## src/design/f16l2_pkg.sv

```systemverilog
// Shared types, constants and floating-point helpers for the fp16 squared distance block.
package f16l2_pkg;

    localparam int LANES     = 4;
    localparam int ELEM_W    = 16;
    localparam int COUNT_W   = 3;
    localparam int S_TDATA_W = 136;
    localparam int M_TDATA_W = 32;

    localparam logic [31:0] FP32_QNAN = 32'h7FC0_0000;
    localparam logic [31:0] FP32_INF  = 32'h7F80_0000;
    localparam logic [31:0] FP32_ZERO = 32'h0000_0000;

    // aligned magnitude sum or difference of two fp16 values, before rounding
    typedef struct packed {
        logic        nan;
        logic        inf;
        logic [4:0]  exp;
        logic [14:0] mag;
    } f16l2_dif_t;

    // rounded fp16 magnitude: value = man * 2^(exp - 25), exp never below one
    typedef struct packed {
        logic        nan;
        logic        inf;
        logic [4:0]  exp;
        logic [10:0] man;
    } f16l2_rnd_t;

    // pipeline enables and the accumulator clear, shared by all lanes
    typedef struct packed {
        logic p1_en;
        logic p2_en;
        logic p3_en;
        logic acc_en;
        logic acc_clr;
    } f16l2_lane_ctl_t;

    // align and add or subtract magnitudes of x and y; the sign of x - y is not needed
    function automatic f16l2_dif_t f16l2_diff(input logic [15:0] x, input logic [15:0] y);
        f16l2_dif_t  res;
        logic        xinf, yinf, xnan, ynan, sub;
        logic [14:0] big, sml;
        logic [4:0]  eb, es, d;
        logic [3:0]  sh;
        logic [10:0] mb, ms;
        logic [27:0] al;
        logic [13:0] wa, wb;
        xinf = (&x[14:10]) & ~(|x[9:0]);
        yinf = (&y[14:10]) & ~(|y[9:0]);
        xnan = (&x[14:10]) & (|x[9:0]);
        ynan = (&y[14:10]) & (|y[9:0]);
        sub  = (x[15] == y[15]);
        if (x[14:0] >= y[14:0]) begin
            big = x[14:0];
            sml = y[14:0];
        end else begin
            big = y[14:0];
            sml = x[14:0];
        end
        eb = (big[14:10] == 5'd0) ? 5'd1 : big[14:10];
        es = (sml[14:10] == 5'd0) ? 5'd1 : sml[14:10];
        mb = {|big[14:10], big[9:0]};
        ms = {|sml[14:10], sml[9:0]};
        d  = eb - es;
        sh = (d > 5'd15) ? 4'd15 : d[3:0];
        al = {ms, 3'b000, 14'd0} >> sh;
        wa = {mb, 3'b000};
        wb = {al[27:15], al[14] | (|al[13:0])};
        res.nan = xnan | ynan | (xinf & yinf & sub);
        res.inf = ~res.nan & (xinf | yinf);
        res.exp = eb;
        res.mag = sub ? ({1'b0, wa} - {1'b0, wb}) : ({1'b0, wa} + {1'b0, wb});
        return res;
    endfunction

    // normalise and round to nearest even at fp16 precision
    function automatic f16l2_rnd_t f16l2_norm(input f16l2_dif_t d);
        f16l2_rnd_t  res;
        logic [3:0]  lz, lim, sh;
        logic [13:0] n;
        logic [5:0]  e;
        logic        up;
        logic [11:0] mr;
        lz = 4'd14;
        for (int i = 0; i < 14; i++) begin
            if (d.mag[i]) lz = 4'(13 - i);
        end
        lim = 4'(d.exp - 5'd1 > 5'd14 ? 5'd14 : d.exp - 5'd1);
        sh  = (lz < lim) ? lz : lim;
        if (d.mag[14]) begin
            n = {d.mag[14:2], d.mag[1] | d.mag[0]};
            e = {1'b0, d.exp} + 6'd1;
        end else begin
            n = d.mag[13:0] << sh;
            e = {1'b0, d.exp} - {2'b00, sh};
        end
        up = n[2] & (n[1] | n[0] | n[3]);
        mr = {1'b0, n[13:3]} + {11'd0, up};
        if (mr[11]) begin
            res.man = 11'h400;
            e       = e + 6'd1;
        end else begin
            res.man = mr[10:0];
        end
        res.nan = d.nan;
        res.inf = ~d.nan & (d.inf | (e >= 6'd31));
        res.exp = e[4:0];
        return res;
    endfunction

    // exact square of a rounded fp16 magnitude as fp32 bits; inactive lanes give +0
    function automatic logic [31:0] f16l2_square(input f16l2_rnd_t r, input logic act);
        logic [31:0] res;
        logic [3:0]  lz;
        logic [10:0] mn;
        logic [21:0] mm;
        logic [8:0]  ex, ex1;
        lz = 4'd0;
        for (int i = 0; i < 11; i++) begin
            if (r.man[i]) lz = 4'(10 - i);
        end
        mn  = r.man << lz;
        mm  = {11'd0, mn} * {11'd0, mn};
        ex  = {3'b000, r.exp, 1'b0} + 9'd98 - {4'b0000, lz, 1'b0};
        ex1 = ex - 9'd1;
        if (!act) begin
            res = FP32_ZERO;
        end else if (r.nan) begin
            res = FP32_QNAN;
        end else if (r.inf) begin
            res = FP32_INF;
        end else if (r.man == 11'd0) begin
            res = FP32_ZERO;
        end else if (mm[21]) begin
            res = {1'b0, ex[7:0], mm[20:0], 2'b00};
        end else begin
            res = {1'b0, ex1[7:0], mm[19:0], 3'b000};
        end
        return res;
    endfunction

    // fp32 add, round to nearest even, for operands known to be non-negative
    function automatic logic [31:0] f16l2_add(input logic [31:0] a, input logic [31:0] b);
        logic [31:0] res, big, sml;
        logic        anan, bnan, ainf, binf;
        logic [7:0]  eb, es, d;
        logic [4:0]  sh;
        logic [23:0] mb, ms, m;
        logic [53:0] al;
        logic [26:0] wa, wb, n;
        logic [27:0] s;
        logic [8:0]  e;
        logic        up;
        logic [24:0] mr;
        anan = (&a[30:23]) & (|a[22:0]);
        bnan = (&b[30:23]) & (|b[22:0]);
        ainf = (&a[30:23]) & ~(|a[22:0]);
        binf = (&b[30:23]) & ~(|b[22:0]);
        if (a[30:0] >= b[30:0]) begin
            big = a;
            sml = b;
        end else begin
            big = b;
            sml = a;
        end
        eb = (big[30:23] == 8'd0) ? 8'd1 : big[30:23];
        es = (sml[30:23] == 8'd0) ? 8'd1 : sml[30:23];
        mb = {|big[30:23], big[22:0]};
        ms = {|sml[30:23], sml[22:0]};
        d  = eb - es;
        sh = (d > 8'd28) ? 5'd28 : d[4:0];
        al = {ms, 3'b000, 27'd0} >> sh;
        wa = {mb, 3'b000};
        wb = {al[53:28], al[27] | (|al[26:0])};
        s  = {1'b0, wa} + {1'b0, wb};
        if (s[27]) begin
            n = {s[27:2], s[1] | s[0]};
            e = {1'b0, eb} + 9'd1;
        end else begin
            n = s[26:0];
            e = {1'b0, eb};
        end
        up = n[2] & (n[1] | n[0] | n[3]);
        mr = {1'b0, n[26:3]} + {24'd0, up};
        if (mr[24]) begin
            m = 24'h80_0000;
            e = e + 9'd1;
        end else begin
            m = mr[23:0];
        end
        if (anan | bnan) begin
            res = FP32_QNAN;
        end else if (ainf | binf | (e >= 9'd255)) begin
            res = FP32_INF;
        end else begin
            res = {1'b0, m[23] ? e[7:0] : 8'd0, m[22:0]};
        end
        return res;
    endfunction

endpackage

```

## src/design/fp16_squared_l2_distance.sv

```systemverilog
// Top level of the fp16 squared L2 distance block: input control, four lanes, merge.
//
//   channel  dir  payload                                  marks end
//   s_       in   x0..x3, y0..y3 fp16, valid_count          s_tlast
//   m_       out  fp32 squared distance                     -
//
// One word is taken every cycle unless a frame end waits on full merge stages. The
// sum of a frame passes three lane stages, the combinational fp32 add in each lane's
// accumulator loop and three merge stages before it leaves. Reset clears all lane sums to +0.
// A stalled output holds the merge stages; the lanes keep going until a fourth
// frame end finds all three merge stages full.
module fp16_squared_l2_distance (
    input  logic                             aclk,
    input  logic                             aresetn,
    input  logic                             s_tvalid,
    output logic                             s_tready,
    // x_elem0..3 [63:0], y_elem0..3 [127:64], valid_count [130:128], zeros above
    input  logic [f16l2_pkg::S_TDATA_W-1:0]  s_tdata,
    input  logic                             s_tlast,
    output logic                             m_tvalid,
    input  logic                             m_tready,
    // distance [31:0]
    output logic [f16l2_pkg::M_TDATA_W-1:0]  m_tdata
);
    import f16l2_pkg::*;

    logic                   v1_reg, v2_reg, v3_reg;
    logic                   last1_reg, last2_reg, last3_reg;
    logic                   r1, r2, r3, acc_fire, load_ready;
    logic [COUNT_W-1:0]     vcount;
    f16l2_lane_ctl_t        ctl;
    logic [LANES-1:0][31:0] totals;

    assign vcount   = s_tdata[2*LANES*ELEM_W +: COUNT_W];
    assign acc_fire = v3_reg & (~last3_reg | load_ready);
    assign r3       = ~v3_reg | acc_fire;
    assign r2       = ~v2_reg | r3;
    assign r1       = ~v1_reg | r2;
    assign s_tready = r1;

    assign ctl = '{p1_en:   s_tvalid & r1,
                   p2_en:   v1_reg & r2,
                   p3_en:   v2_reg & r3,
                   acc_en:  acc_fire,
                   acc_clr: last3_reg};

    always_ff @(posedge aclk) begin
        if (!aresetn) begin
            v1_reg <= 1'b0;
            v2_reg <= 1'b0;
            v3_reg <= 1'b0;
        end else begin
            if (r1) v1_reg <= s_tvalid;
            if (r2) v2_reg <= v1_reg;
            if (r3) v3_reg <= v2_reg;
        end
    end

    always_ff @(posedge aclk) begin
        if (ctl.p1_en) last1_reg <= s_tlast;
        if (ctl.p2_en) last2_reg <= last1_reg;
        if (ctl.p3_en) last3_reg <= last2_reg;
    end

    for (genvar i = 0; i < LANES; i++) begin : g_lane
        f16l2_lane u_lane (
            .aclk       (aclk),
            .aresetn    (aresetn),
            .ctl        (ctl),
            .x_elem     (s_tdata[i*ELEM_W +: ELEM_W]),
            .y_elem     (s_tdata[(LANES+i)*ELEM_W +: ELEM_W]),
            .act        (vcount > COUNT_W'(i)),
            .lane_total (totals[i])
        );
    end

    f16l2_merge u_merge (
        .aclk       (aclk),
        .aresetn    (aresetn),
        .load       (acc_fire & last3_reg),
        .totals     (totals),
        .load_ready (load_ready),
        .m_tvalid   (m_tvalid),
        .m_tready   (m_tready),
        .m_tdata    (m_tdata)
    );

endmodule

```

## src/design/f16l2_lane.sv

```systemverilog
// One lane: fp16 difference, rounding, exact square and fp32 running sum.
module f16l2_lane (
    input  logic                      aclk,
    input  logic                      aresetn,
    input  f16l2_pkg::f16l2_lane_ctl_t ctl,
    input  logic [15:0]               x_elem,
    input  logic [15:0]               y_elem,
    input  logic                      act,
    output logic [31:0]               lane_total
);
    import f16l2_pkg::*;

    f16l2_dif_t  dif_reg;
    f16l2_rnd_t  rnd_reg;
    logic        act1_reg, act2_reg;
    logic [31:0] sq_reg;
    logic [31:0] sum_reg;

    assign lane_total = f16l2_add(sum_reg, sq_reg);

    always_ff @(posedge aclk) begin
        if (ctl.p1_en) begin
            dif_reg  <= f16l2_diff(x_elem, y_elem);
            act1_reg <= act;
        end
        if (ctl.p2_en) begin
            rnd_reg  <= f16l2_norm(dif_reg);
            act2_reg <= act1_reg;
        end
        if (ctl.p3_en) begin
            sq_reg <= f16l2_square(rnd_reg, act2_reg);
        end
    end

    // clear once the frame total has been handed to the merge stage
    always_ff @(posedge aclk) begin
        if (!aresetn) begin
            sum_reg <= FP32_ZERO;
        end else if (ctl.acc_en) begin
            sum_reg <= ctl.acc_clr ? FP32_ZERO : lane_total;
        end
    end

endmodule

```

## src/design/f16l2_merge.sv

```systemverilog
// Merge stage: pairwise fp32 tree over the lane totals and the output register.
module f16l2_merge (
    input  logic                                 aclk,
    input  logic                                 aresetn,
    input  logic                                 load,
    input  logic [f16l2_pkg::LANES-1:0][31:0]    totals,
    output logic                                 load_ready,
    output logic                                 m_tvalid,
    input  logic                                 m_tready,
    output logic [31:0]                          m_tdata
);
    import f16l2_pkg::*;

    logic [LANES-1:0][31:0] t1_reg;
    logic [31:0]            s01_reg, s23_reg, dist_reg;
    logic                   t1_v_reg, t2_v_reg, out_v_reg;
    logic                   out_ready, t2_ready;

    assign out_ready  = ~out_v_reg | m_tready;
    assign t2_ready   = ~t2_v_reg | out_ready;
    assign load_ready = ~t1_v_reg | t2_ready;
    assign m_tvalid   = out_v_reg;
    assign m_tdata    = dist_reg;

    always_ff @(posedge aclk) begin
        if (!aresetn) begin
            t1_v_reg  <= 1'b0;
            t2_v_reg  <= 1'b0;
            out_v_reg <= 1'b0;
        end else begin
            if (load_ready) t1_v_reg  <= load;
            if (t2_ready)   t2_v_reg  <= t1_v_reg;
            if (out_ready)  out_v_reg <= t2_v_reg;
        end
    end

    always_ff @(posedge aclk) begin
        if (load & load_ready) begin
            t1_reg <= totals;
        end
        if (t1_v_reg & t2_ready) begin
            s01_reg <= f16l2_add(t1_reg[0], t1_reg[1]);
            s23_reg <= f16l2_add(t1_reg[2], t1_reg[3]);
        end
        if (t2_v_reg & out_ready) begin
            dist_reg <= f16l2_add(s01_reg, s23_reg);
        end
    end

endmodule
```

## config.mk

```make
export PLATFORM = sky130hd
export DESIGN_NAME = fp16_squared_l2_distance
export DESIGN_NICKNAME = d
export VERILOG_FILES = /design/src/design/f16l2_pkg.sv /design/src/design/fp16_squared_l2_distance.sv /design/src/design/f16l2_lane.sv /design/src/design/f16l2_merge.sv
export SDC_FILE = /design/constraint.sdc
export NUM_CORES = 2
export LEC_CHECK = 0
export BUFFER_PORTS_ARGS = -buffer_cell sky130_fd_sc_hd__buf_2
export CELL_PAD_IN_SITES_DETAIL_PLACEMENT = 0
export CELL_PAD_IN_SITES_GLOBAL_PLACEMENT = 1
export CORE_UTILIZATION = 50
export DETAILED_ROUTE_END_ITERATION = 6
export PLACE_DENSITY_LB_ADDON = 0.15
export SLEW_MARGIN = 20
export SYNTH_ARGS = -nofsm -noshare
export SYNTH_HDL_FRONTEND = slang
export SYNTH_SLANG_ARGS = --single-unit
```

## constraint.sdc

```tcl
create_clock -name aclk -period 17.02 [get_ports aclk]
set_clock_uncertainty 0.1 [all_clocks]
set_input_delay 1.702 -clock aclk [delete_from_list [all_inputs] [get_ports aclk]]
set_output_delay 1.702 -clock aclk [all_outputs]
set_load 0.01 [all_outputs]
```

==> qor.csv <==
stage,metric,value,unit
setup_path,path_class,flop to flop,
floorplanning,pin_count,175,
grt,grt_pass1_wl,538000,µm
timing,setup-violations-final,0,
detailed_routing,drtIter0Drc,9416,
timing,finalSetupTns,0,ps
floorplanning,core,0.205,mm²
floorplanning,die_h,456,µm
detailed_routing,wl_met1,153000,µm
clock_network,clk_pin_slew,60,ps
finish,num-fill-cells,19700,
grt,grt.total_usage,31.8,%
synthesis,synthFlopType,edfxtp_1,
setup_path,end_kind,flop,
setup_path,cpMaxStageDelayCell,or4_2,
synthesis,synth.area.mux_share,8.26,%
synthesis,synth_compound_area_share,23.8,%
synthesis,yosysWarnings,0,
outcome,outcome,completed,
timing,max_freq,0.0635,GHz
placed_design,hpwl,276000,µm
grt,grt_max_degree,75,
detailed_routing,dr_wl_met2,156000,µm
synthesis,ys_seq_area_share,17.2,%
clock_network,cts-root-buf,clkbuf_16,
timing,final_hold_viol_count,0,
floorplanning,num_rows,166,
floorplanning,initial_utilization,50.4,%
clock_network,clock-sinks,634,
detailed_routing,routed.top_layer,met4,
power_and_ir_drop,total_power,20.4,mW
detailed_routing,postRouteAntennaNets,0,
synthesis,synth_xor_area_share,5.93,%
synthesis,synth.ff_latch_count,634,
synthesis,async_flop_share,0,%
synthesis,postSynthCellCount,13400,
job,drv_cap,0,
setup_path,cp.required,17340,ps
timing,rsz0062_at_grt,no,
detailed_routing,dr_wl_met3,22900,µm
placed_design,io_buffer_count,168,
detailed_routing,viasPerCell,6.31,
detailed_routing,wl,344000,µm
synthesis,synth_cell_types,142,
clock_network,cts_made_buffers,80,
clock_network,h-tree-depth,3,
detailed_routing,avgRoutedWirePerCell,21.4,µm
placed_design,dpl.cell_count,15900,
timing,worstMarginPinSlew,1220,ps
hold_path,hold_class,flop to flop,
synthesis,syn_area,0.103,mm²
finish,area_growth,6.03,%
timing,min_period_over_period,92.6,%
detailed_routing,vias,101000,
grt,antenna_found_initial,7,
synthesis,yosys.area_share.adder,16.5,%
timing,slew_headroom,17.6,%
setup_path,path_max_fanout,47,
placed_design,place_congestion,0.976,
clock_network,clockBufferDepth,3,
clock_network,worstSkewPairLatency,740,ps
finish,layout-drive-gt1-share,6.96,%
synthesis,syn_area_per_cell,7.68,µm²
detailed_routing,drc_errors,0,
setup_path,critPathMaxStageDelay,1170,ps
power_and_ir_drop,power_density,186,mW/mm²
floorplanning,die-area,0.208,mm²
clock_network,cts_tree,built,
synthesis,synth_edf_count,504,
power_and_ir_drop,vdd_ir_drop_max,0.426,mV
grt,grt_overflow_total,0,
finish,fin_cells,16100,
setup_path,cp.arrival,16080,ps
timing,period_needed,15760,ps
finish,nNetsFinal,14600,
synthesis,synth-simple-area-share,22.0,%
detailed_routing,drtPass1Iterations,7,
grt,grt_pass1_vias,95500,
floorplanning,dieWidth,456,µm
power_and_ir_drop,p_leak,46.9,nW
setup_path,crit_path_frequent_cell,o21a_1,
synthesis,synth_top_family_by_area,compound AO/OA/AOI/OAI gates,
timing,slew_viol_final,0,
setup_path,startpoint_type,flop,
-- where the power goes --
part / leakage, nW / switching, mW / internal, mW
registers: 5.88 / 0.269 / 2.06
logic: 39.7 / 9.61 / 6.64
clock network: 1.32 / 0.780 / 0.998
total: 46.9 / 10.7 / 9.70
-- through the flow --
stage	setup slack [ps]	hold slack (ps)	cell area (µm²)	utilization, %
after CTS	1420	321	109000	53.4
after floorplan	2230	300	103000	-
after detailed placement	1500	307	107000	52.1
after global routing	122	345	109000	53.4
after global placement	1660	308	107000	52.1
final	1260	322	109000	53.4
-- path summary, 6_finish.rpt --
kind              slack (ps)  cells after the start                       from                         to
setup / recovery        1260                     62         u_merge.t1_reg[33]         u_merge.s01_reg[0]
hold / removal           320                      0  g_lane[3].u_lane.act1_reg  g_lane[3].u_lane.act2_reg
setup reg to reg        1260                     62         u_merge.t1_reg[33]         u_merge.s01_reg[0]
hold reg to reg          320                      0  g_lane[3].u_lane.act1_reg  g_lane[3].u_lane.act2_reg
-- synth_stat cells, drive strengths merged (46+ instances only) --
library cell,count,area (µm²)
a21o,235,1760
ha,919,11500
buf,147,776
mux4,67,1510
nor2b,122,763
o31ai,81,637
clkbuf,418,1570
nand2,1453,5460
o21bai,130,976
a21oi,930,4680
inv,1106,4150
nor3,353,1790
and3,129,808
a22o,53,464
a211oi,224,1750
a31oi,120,751
xor2,217,1910
and2,149,932
nor2,1372,5180
nand3,346,1740
a21boi,61,462
xnor2,477,4190
or2,84,531
dfxtp,130,2600
nor4,192,1270
o22ai,80,500
mux2i,576,5780
o21ai,832,4180
nand4,159,1020
or4,46,353
edfxtp,504,15100
or3,96,601
o21a,114,856
fa,278,5570
a2111oi,53,598
o211ai,165,1250
mux2,110,1240
a22oi,98,741
nand2b,111,694
-- final cells by class --
type                    instances  area [µm²]  share of cell area (%)
clock inverters                59         658                   0.601
repair buffers                329        2090                    1.91
well taps                    2688        3360                    3.07
inverters                    1114        4180                    3.82
diodes                          4        10.0                 0.00915
multi-input cells           11100       79400                    72.5
flip-flops and latches        634       17700                    16.2
clock buffers                  90        2050                    1.87
-- metal layers --
metal  up-vias  global-route usage, %
li1      48600                      -
met1     48400                   43.6
met2      3690                   51.4
met3       545                   3.48
met4         0                   11.3
met5         -                      0
-- layout by cell type, fill, tap and decap left out, types with 95 or more instances in the layout --
cell      instances
buf_4           158
buf_2           168
mux2i_1         575
edfxtp_1        504
nand2_1        1447
nor2_1         1355
o211ai_1        163
dfxtp_1         130
nor2b_1         119
o21ai_0         767
a22oi_1          97
mux2_2          110
fa_1            278
nand4_1         157
inv_1          1104
and2_1          144
and3_1          128
a31oi_1         117
nand2b_1        111
xnor2_1         472
nor3_1          344
nand3_1         345
nor4_1          181
a211oi_1        212
xor2_1          215
a21o_1          234
o21bai_1        130
or3_1            95
ha_1            919
o21a_1          113
a21oi_1         921
-- critical path: cells and delay by family (launching register included) --
kind	cells	cell delay [ps]
buf+inv	8	1990
mux	3	920
fa+ha+maj	6	1630
flops	1	500
compound gates	27	6010
simple gates	18	4210
-- timing repair --
item	CTS	global route
setup endpoints to repair	0	1
hold buffers	0	0
resized for setup	0	1
buffers inserted	0	0
endpoints found under the hold margin	0	0
-- cell families (layout without fill, tap and decap cells) --
logic type                 count (synthesis)  in the layout
muxes                                    753            753
adders and majority gates               1197           1197
other                                      1             13
DFF                                      634            634
xor gates and xnor gates                 695            695
AOI/OAI and AO/OA                       3701           3701
and+or+nand+nor                         4779           4779
buffers and inverters                   1679           1592
Note: power is estimated with default switching activity, not from simulation.
